## src/wsm_pkg.sv

```systemverilog
// Shared types and constants for the window sum match counter.
// Used by every module of the block; depends on nothing else.
package wsm_pkg;

    localparam int WINDOW_DEPTH = 1024;
    localparam int VALUE_WIDTH  = 16;
    localparam int ADDR_W       = $clog2(WINDOW_DEPTH);
    localparam int LEN_W        = $clog2(WINDOW_DEPTH + 1);
    localparam int SLOT_W       = ADDR_W + 1;
    localparam int SUM_W        = 32;
    localparam int TARGET_W     = 31;
    localparam int SEED_W       = 32;
    localparam int COUNT_W      = 32;
    localparam int CFG_IDX_W    = 2;
    localparam int CFG_DATA_W   = 32;

    localparam logic [CFG_IDX_W-1:0] REG_TARGET_SUM    = 2'd0;
    localparam logic [CFG_IDX_W-1:0] REG_SEED_VALUE    = 2'd1;
    localparam logic [CFG_IDX_W-1:0] REG_SOURCE_SELECT = 2'd2;

    localparam logic [31:0] LCG_MUL   = 32'd214013;
    localparam logic [31:0] LCG_ADD   = 32'd2531011;
    localparam logic [31:0] LCG_MOD   = 32'd10000;
    localparam logic [31:0] LCG_RESET = 32'd1983;

    // The quotient estimate from this reciprocal is exact or one too small.
    localparam int          RECIP_SHIFT = 45;
    localparam logic [63:0] RECIP_MUL   = (64'd1 << RECIP_SHIFT) / 64'd10000;
    localparam int          QUOT_W      = 64 - RECIP_SHIFT;

    typedef struct packed {
        logic load;
        logic go;
    } gen_ctrl_t;

    typedef struct packed {
        logic                   done;
        logic [VALUE_WIDTH-1:0] value;
    } gen_stat_t;

    typedef struct packed {
        logic                   wr_en;
        logic [ADDR_W-1:0]      wr_addr;
        logic [VALUE_WIDTH-1:0] wr_data;
        logic                   rd_en;
        logic [ADDR_W-1:0]      rd_addr;
    } store_req_t;

endpackage

```

## src/wsm_gen.sv

```systemverilog
// Linear congruential generator reduced to 1..10000, in multiply, reduce and finish phases.
// Depends on wsm_pkg.
module wsm_gen import wsm_pkg::*; (
    input  logic              aclk,
    input  logic              aresetn,
    input  gen_ctrl_t         ctrl,
    input  logic [SEED_W-1:0] seed,
    output gen_stat_t         stat
);

    localparam logic [1:0] PH_IDLE = 2'd0;
    localparam logic [1:0] PH_MUL  = 2'd1;
    localparam logic [1:0] PH_RED  = 2'd2;
    localparam logic [1:0] PH_FIN  = 2'd3;

    logic [1:0]             phase_reg;
    logic [31:0]            lcg_reg;
    logic [31:0]            work_reg;
    logic [QUOT_W-1:0]      quot_reg;
    logic [31:0]            step_reg;
    logic [31:0]            qm_reg;
    logic                   done_reg;
    logic [VALUE_WIDTH-1:0] value_reg;

    logic [31:0] cur_state;
    logic [63:0] recip_prod;
    logic [63:0] step_prod;
    logic [32:0] qm_prod;
    logic [31:0] rem_raw;
    logic [31:0] rem_fix;

    assign cur_state  = ctrl.load ? seed : lcg_reg;
    assign recip_prod = {32'd0, work_reg} * RECIP_MUL;
    assign step_prod  = {32'd0, work_reg} * {32'd0, LCG_MUL};
    assign qm_prod    = {14'd0, quot_reg} * 33'(LCG_MOD);
    assign rem_raw    = work_reg - qm_reg;
    assign rem_fix    = (rem_raw >= LCG_MOD) ? rem_raw - LCG_MOD : rem_raw;

    always_ff @(posedge aclk) begin
        if (!aresetn) begin
            phase_reg <= PH_IDLE;
            lcg_reg   <= LCG_RESET;
            done_reg  <= 1'b0;
        end else begin
            done_reg <= 1'b0;
            case (phase_reg)
                PH_IDLE: begin
                    if (ctrl.load) begin
                        lcg_reg <= seed;
                    end
                    if (ctrl.go) begin
                        work_reg  <= cur_state;
                        phase_reg <= PH_MUL;
                    end
                end
                PH_MUL: begin
                    quot_reg  <= recip_prod[63:RECIP_SHIFT];
                    step_reg  <= step_prod[31:0];
                    phase_reg <= PH_RED;
                end
                PH_RED: begin
                    qm_reg    <= qm_prod[31:0];
                    lcg_reg   <= step_reg + LCG_ADD;
                    phase_reg <= PH_FIN;
                end
                PH_FIN: begin
                    value_reg <= rem_fix[VALUE_WIDTH-1:0] + 1'b1;
                    done_reg  <= 1'b1;
                    phase_reg <= PH_IDLE;
                end
                default: begin
                    phase_reg <= PH_IDLE;
                end
            endcase
        end
    end

    assign stat.done  = done_reg;
    assign stat.value = value_reg;

endmodule

```

## config.mk

```make
export PLATFORM = sky130hd
export DESIGN_NAME = wsm_gen
export DESIGN_NICKNAME = d
export VERILOG_FILES = /design/src/wsm_pkg.sv /design/src/wsm_gen.sv
export SDC_FILE = /design/constraint.sdc
export NUM_CORES = 2
export LEC_CHECK = 0
export BUFFER_PORTS_ARGS = -buffer_cell sky130_fd_sc_hd__buf_4
export CORE_MARGIN = 2
export CORE_UTILIZATION = 45
export CTS_CLUSTER_DIAMETER = 150
export CTS_CLUSTER_SIZE = 16
export DETAILED_ROUTE_END_ITERATION = 8
export SKIP_CTS_REPAIR_TIMING = 1
export SLEW_MARGIN = 20
export SYNTH_ARGS = -nofsm -noshare
export SYNTH_HDL_FRONTEND = slang
export SYNTH_SLANG_ARGS = --single-unit
```

## constraint.sdc

```tcl
create_clock -name aclk -period 14.39 [get_ports aclk]
set_input_delay 1.439 -clock aclk [delete_from_list [all_inputs] [get_ports aclk]]
set_output_delay 1.439 -clock aclk [all_outputs]
set_load 0.005 [all_outputs]
```

==> Implementation_results.wiki <==
{| class="wikitable"
! Metric !! Value
|-
| Status || complete, no violations
|-
| Most used flip-flop cell after synthesis || sky130_fd_sc_hd__edfxtp_1
|-
| Crit path DAT || 8.92 ns
|-
| Clock Tree Buf Depth || 2
|-
| Max cap viols || 0
|-
| Num ports || 53
|-
| Fraction of the yosys area taken by sequential cells || 13.1%
|-
| Final Setup Violations || 0
|-
| First-pass GRT wire length || 136 mm
|-
| FF/Latch Area || 4510 µm²
|-
| Nets in the synthesized netlist || 4632
|-
| Number of enable flip-flop cells after synthesis || 127
|-
| Measured slew at the worst slew-check pin || 0.951 ns
|-
| Vias per std cell || 5.15
|-
| Detailed Routing Iterations Pass 1 || 8
|-
| Post-Place Cells || 4434
|-
| Critical Path Sink Type || flop
|-
| Antenna violations before repair || 0
|-
| Yosys Warn Count || 0
|-
| Die area || 78700 µm²
|-
| Via count of the first global-routing pass || 24.7k
|-
| Setup total negative slack || 0 ns
|-
| Global route total overflow || 0
|-
| TritonCTS clock tree || done
|-
| Category of the worst setup path launch point || flop
|-
| Largest stage delay on the critical path || 0.85 ns
|-
| Post-route clock skew || 0.0143 ns
|-
| Number of inserted filler cells in the final layout || 7207
|-
| Worst-Skew Late Latency || 0.46 ns
|-
| Highest achievable clock rate || 115 MHz
|-
| DP Wirelength || 71.3 mm
|-
| Total wire length after detailed routing || 84.6 mm
|-
| DRT antenna net count || 0
|-
| Tightest hold margin || 0.553 ns
|-
| Largest net degree at the start of global routing || 65
|-
| Critical Path Most Common Cell || sky130_fd_sc_hd__fa_1
|-
| Synth-to-Final Area Change || 6.60%
|-
| Root Buffer Master || sky130_fd_sc_hd__clkbuf_16
|-
| Die outline width || 281 µm
|-
| Portion of the clock cycle consumed by the worst path in the final layout || 60.6%
|-
| Number of design-rule violations left by the first detailed-router iteration || 1214
|-
| Relative max-transition margin || 36.6%
|-
| Count of standard-cell rows || 101
|-
| Initial Util || 45.4%
|-
| Chip height || 281 µm
|-
| Syn Inst Count || 3413
|-
| Netlist cell types || 81
|-
| GR Util All Layers || 22.7%
|-
| Total number of H-tree levels || 4
|-
| Critical Path RT || 14.59 ns
|-
| Number of hold violations in the final report || 0
|-
| Final worst path period need || 8.72 ns
|-
| Multi-input gate area || 26000 µm²
|-
| Average instance area after synthesis || 10.1 µm²
|-
| Weighted congestion at the end of routability-driven global placement || 0.941
|-
| Final slew viol count || 0
|-
| Standard cell core area || 75800 µm²
|-
| Remaining routing DRC violations || 0
|-
| Setup CP Type || reg2reg
|-
| Worst-path fanout max || 14
|-
| Final cell count without fillers || 4467
|-
| Fraction of synthesis flops using an asynchronous set or reset pin || 0%
|-
| Clk pin slew, worst setup/hold paths || 0.08 ns
|-
| Class of the most critical hold timing path || reg2reg
|-
| NumNets Final || 4694
|-
| Util after Layout || 48.4%
|-
| Cell with the biggest individual delay on the critical path || sky130_fd_sc_hd__edfxtp_1
|-
| Register bit total from synthesis || 162
|-
| Clock sinks || 162
|-
| RSZ-0062 raised after global routing || no
|-
| Detailed-route via count || 23.0k
|-
| Total clock buffers created by CTS || 17
|-
| Share of layout cells above drive strength 1 || 5.65%
|-
| Post-synthesis instance area || 34400 µm²
|-
| # port buffers || 52
|-
| Routed wirelength normalized by instance count || 18.9 µm
|}
per-stage QoR:
stage | cell area [µm²] | worst slack, ns
CTS | 36700 | 5.67
finish | 36700 | 5.67
floorplan | 34400 | 7.07
detailed placement | 36100 | 5.75
global placement | 36100 | 5.89
global route | 36700 | 5.04
final timing paths:
path	start	endpoint	slack, ns	cells after the start
max	work_reg[1]	quot_reg[18]	5.67	27
min reg2reg	phase_reg[0]	phase_reg[0]	0.55	2
max reg2reg	work_reg[1]	quot_reg[18]	5.67	27
min	phase_reg[0]	phase_reg[0]	0.55	2
routing by layer:
metal | up-vias | share of wire (%) | GRT usage (%) | wire, µm
li1 | 10905 | - | - | -
met1 | 11562 | 43 | 30.4 | 36700
met2 | 467 | 50 | 39.6 | 41900
met3 | 85 | 4.7 | 2.47 | 4010
met4 | 0 | 2.2 | 5.22 | 1890
met5 | - | 0 | 0 | 0
cell type report:
class | count | area share, %
flip-flops and latches | 162 | 12.3
multi-input cells | 2226 | 70.9
inverters | 982 | 10.0
diodes | 1 | 0.00682
well taps | 978 | 3.33
clock inverters | 15 | 0.487
clock buffers | 17 | 1.16
repair buffers | 86 | 1.76
worst max-delay path: cells and delay by family, from the launching register on:
kind            cells  cell delay [ns]
compound gates      9             2.46
simple gates        4             0.72
flops               1             0.85
xor+xnor            2             0.32
buf+inv             3             0.22
fa+ha+maj           9             3.87
logic make-up after synthesis:
logic type | synth area share [%]
adders and majority gates | 55.9
buffers and inverters | 11.3
and+or+nand+nor | 6.89
AOI/OAI and AO/OA | 7.14
xor gates and xnor gates | 4.15
DFF | 13.1
muxes | 1.46
cell usage in the layout, fill, tap and decap left out, types with 5 or more instances in the layout:
cell / instances
sky130_fd_sc_hd__nor3_1: 31
sky130_fd_sc_hd__o21a_1: 19
sky130_fd_sc_hd__nor2_1: 129
sky130_fd_sc_hd__a211oi_1: 42
sky130_fd_sc_hd__nand4b_1: 5
sky130_fd_sc_hd__a21boi_0: 6
sky130_fd_sc_hd__a21o_1: 28
sky130_fd_sc_hd__or3_1: 13
sky130_fd_sc_hd__nor2b_1: 30
sky130_fd_sc_hd__nand2b_1: 28
sky130_fd_sc_hd__a21oi_1: 97
sky130_fd_sc_hd__o21bai_1: 13
sky130_fd_sc_hd__o31a_1: 7
sky130_fd_sc_hd__buf_4: 86
sky130_fd_sc_hd__o21ai_1: 10
sky130_fd_sc_hd__inv_1: 982
sky130_fd_sc_hd__o211ai_1: 5
sky130_fd_sc_hd__a31oi_1: 12
sky130_fd_sc_hd__fa_1: 594
sky130_fd_sc_hd__nand3_1: 37
sky130_fd_sc_hd__edfxtp_1: 127
sky130_fd_sc_hd__nand2_1: 104
sky130_fd_sc_hd__o31ai_1: 8
sky130_fd_sc_hd__mux2i_1: 13
sky130_fd_sc_hd__dfxtp_1: 35
sky130_fd_sc_hd__xnor2_1: 108
sky130_fd_sc_hd__nor4_1: 7
sky130_fd_sc_hd__o311ai_0: 8
sky130_fd_sc_hd__xor2_1: 55
sky130_fd_sc_hd__inv_8: 6
sky130_fd_sc_hd__and2_1: 18
sky130_fd_sc_hd__ha_1: 587
sky130_fd_sc_hd__o21ai_0: 48
sky130_fd_sc_hd__mux2_2: 33
sky130_fd_sc_hd__clkbuf_16: 17
sky130_fd_sc_hd__nand4_1: 17
sky130_fd_sc_hd__or2_2: 13
sky130_fd_sc_hd__and3_1: 15
cells in the mapped netlist (5+ instances only):
cell | instances | share of area, %
sky130_fd_sc_hd__inv_1 | 982 | 11
sky130_fd_sc_hd__fa_1 | 594 | 35
sky130_fd_sc_hd__ha_1 | 589 | 21
sky130_fd_sc_hd__nor2_1 | 129 | 1.4
sky130_fd_sc_hd__edfxtp_1 | 127 | 11
sky130_fd_sc_hd__xnor2_1 | 108 | 2.7
sky130_fd_sc_hd__nand2_1 | 104 | 1.1
sky130_fd_sc_hd__a21oi_1 | 97 | 1.4
sky130_fd_sc_hd__xor2_1 | 55 | 1.4
sky130_fd_sc_hd__o21ai_0 | 48 | 0.70
sky130_fd_sc_hd__a211oi_1 | 42 | 0.92
sky130_fd_sc_hd__nand3_1 | 37 | 0.54
sky130_fd_sc_hd__dfxtp_1 | 35 | 2.0
sky130_fd_sc_hd__mux2_2 | 33 | 1.1
sky130_fd_sc_hd__nor3_1 | 31 | 0.45
sky130_fd_sc_hd__nor2b_1 | 30 | 0.55
sky130_fd_sc_hd__a21o_1 | 28 | 0.61
sky130_fd_sc_hd__nand2b_1 | 28 | 0.51
sky130_fd_sc_hd__clkbuf_1 | 21 | 0.23
sky130_fd_sc_hd__and2_1 | 19 | 0.35
sky130_fd_sc_hd__o21a_1 | 19 | 0.41
sky130_fd_sc_hd__nand4_1 | 17 | 0.31
sky130_fd_sc_hd__and3_1 | 15 | 0.27
sky130_fd_sc_hd__mux2i_1 | 13 | 0.38
sky130_fd_sc_hd__o21bai_1 | 13 | 0.28
sky130_fd_sc_hd__or2_2 | 13 | 0.24
sky130_fd_sc_hd__or3_1 | 13 | 0.24
sky130_fd_sc_hd__a31oi_1 | 12 | 0.22
sky130_fd_sc_hd__buf_2 | 11 | 0.16
sky130_fd_sc_hd__o21ai_1 | 10 | 0.15
sky130_fd_sc_hd__o311ai_0 | 8 | 0.20
sky130_fd_sc_hd__o31ai_1 | 8 | 0.17
sky130_fd_sc_hd__nor4_1 | 7 | 0.13
sky130_fd_sc_hd__o31a_1 | 7 | 0.18
sky130_fd_sc_hd__a21boi_0 | 6 | 0.13
sky130_fd_sc_hd__buf_1 | 5 | 0.055
sky130_fd_sc_hd__nand4b_1 | 5 | 0.13
sky130_fd_sc_hd__o211ai_1 | 5 | 0.11
Power is left out: the tool's default activity adds up to more than one toggle a clock period on the data nets, which glitch-free logic cannot reach.
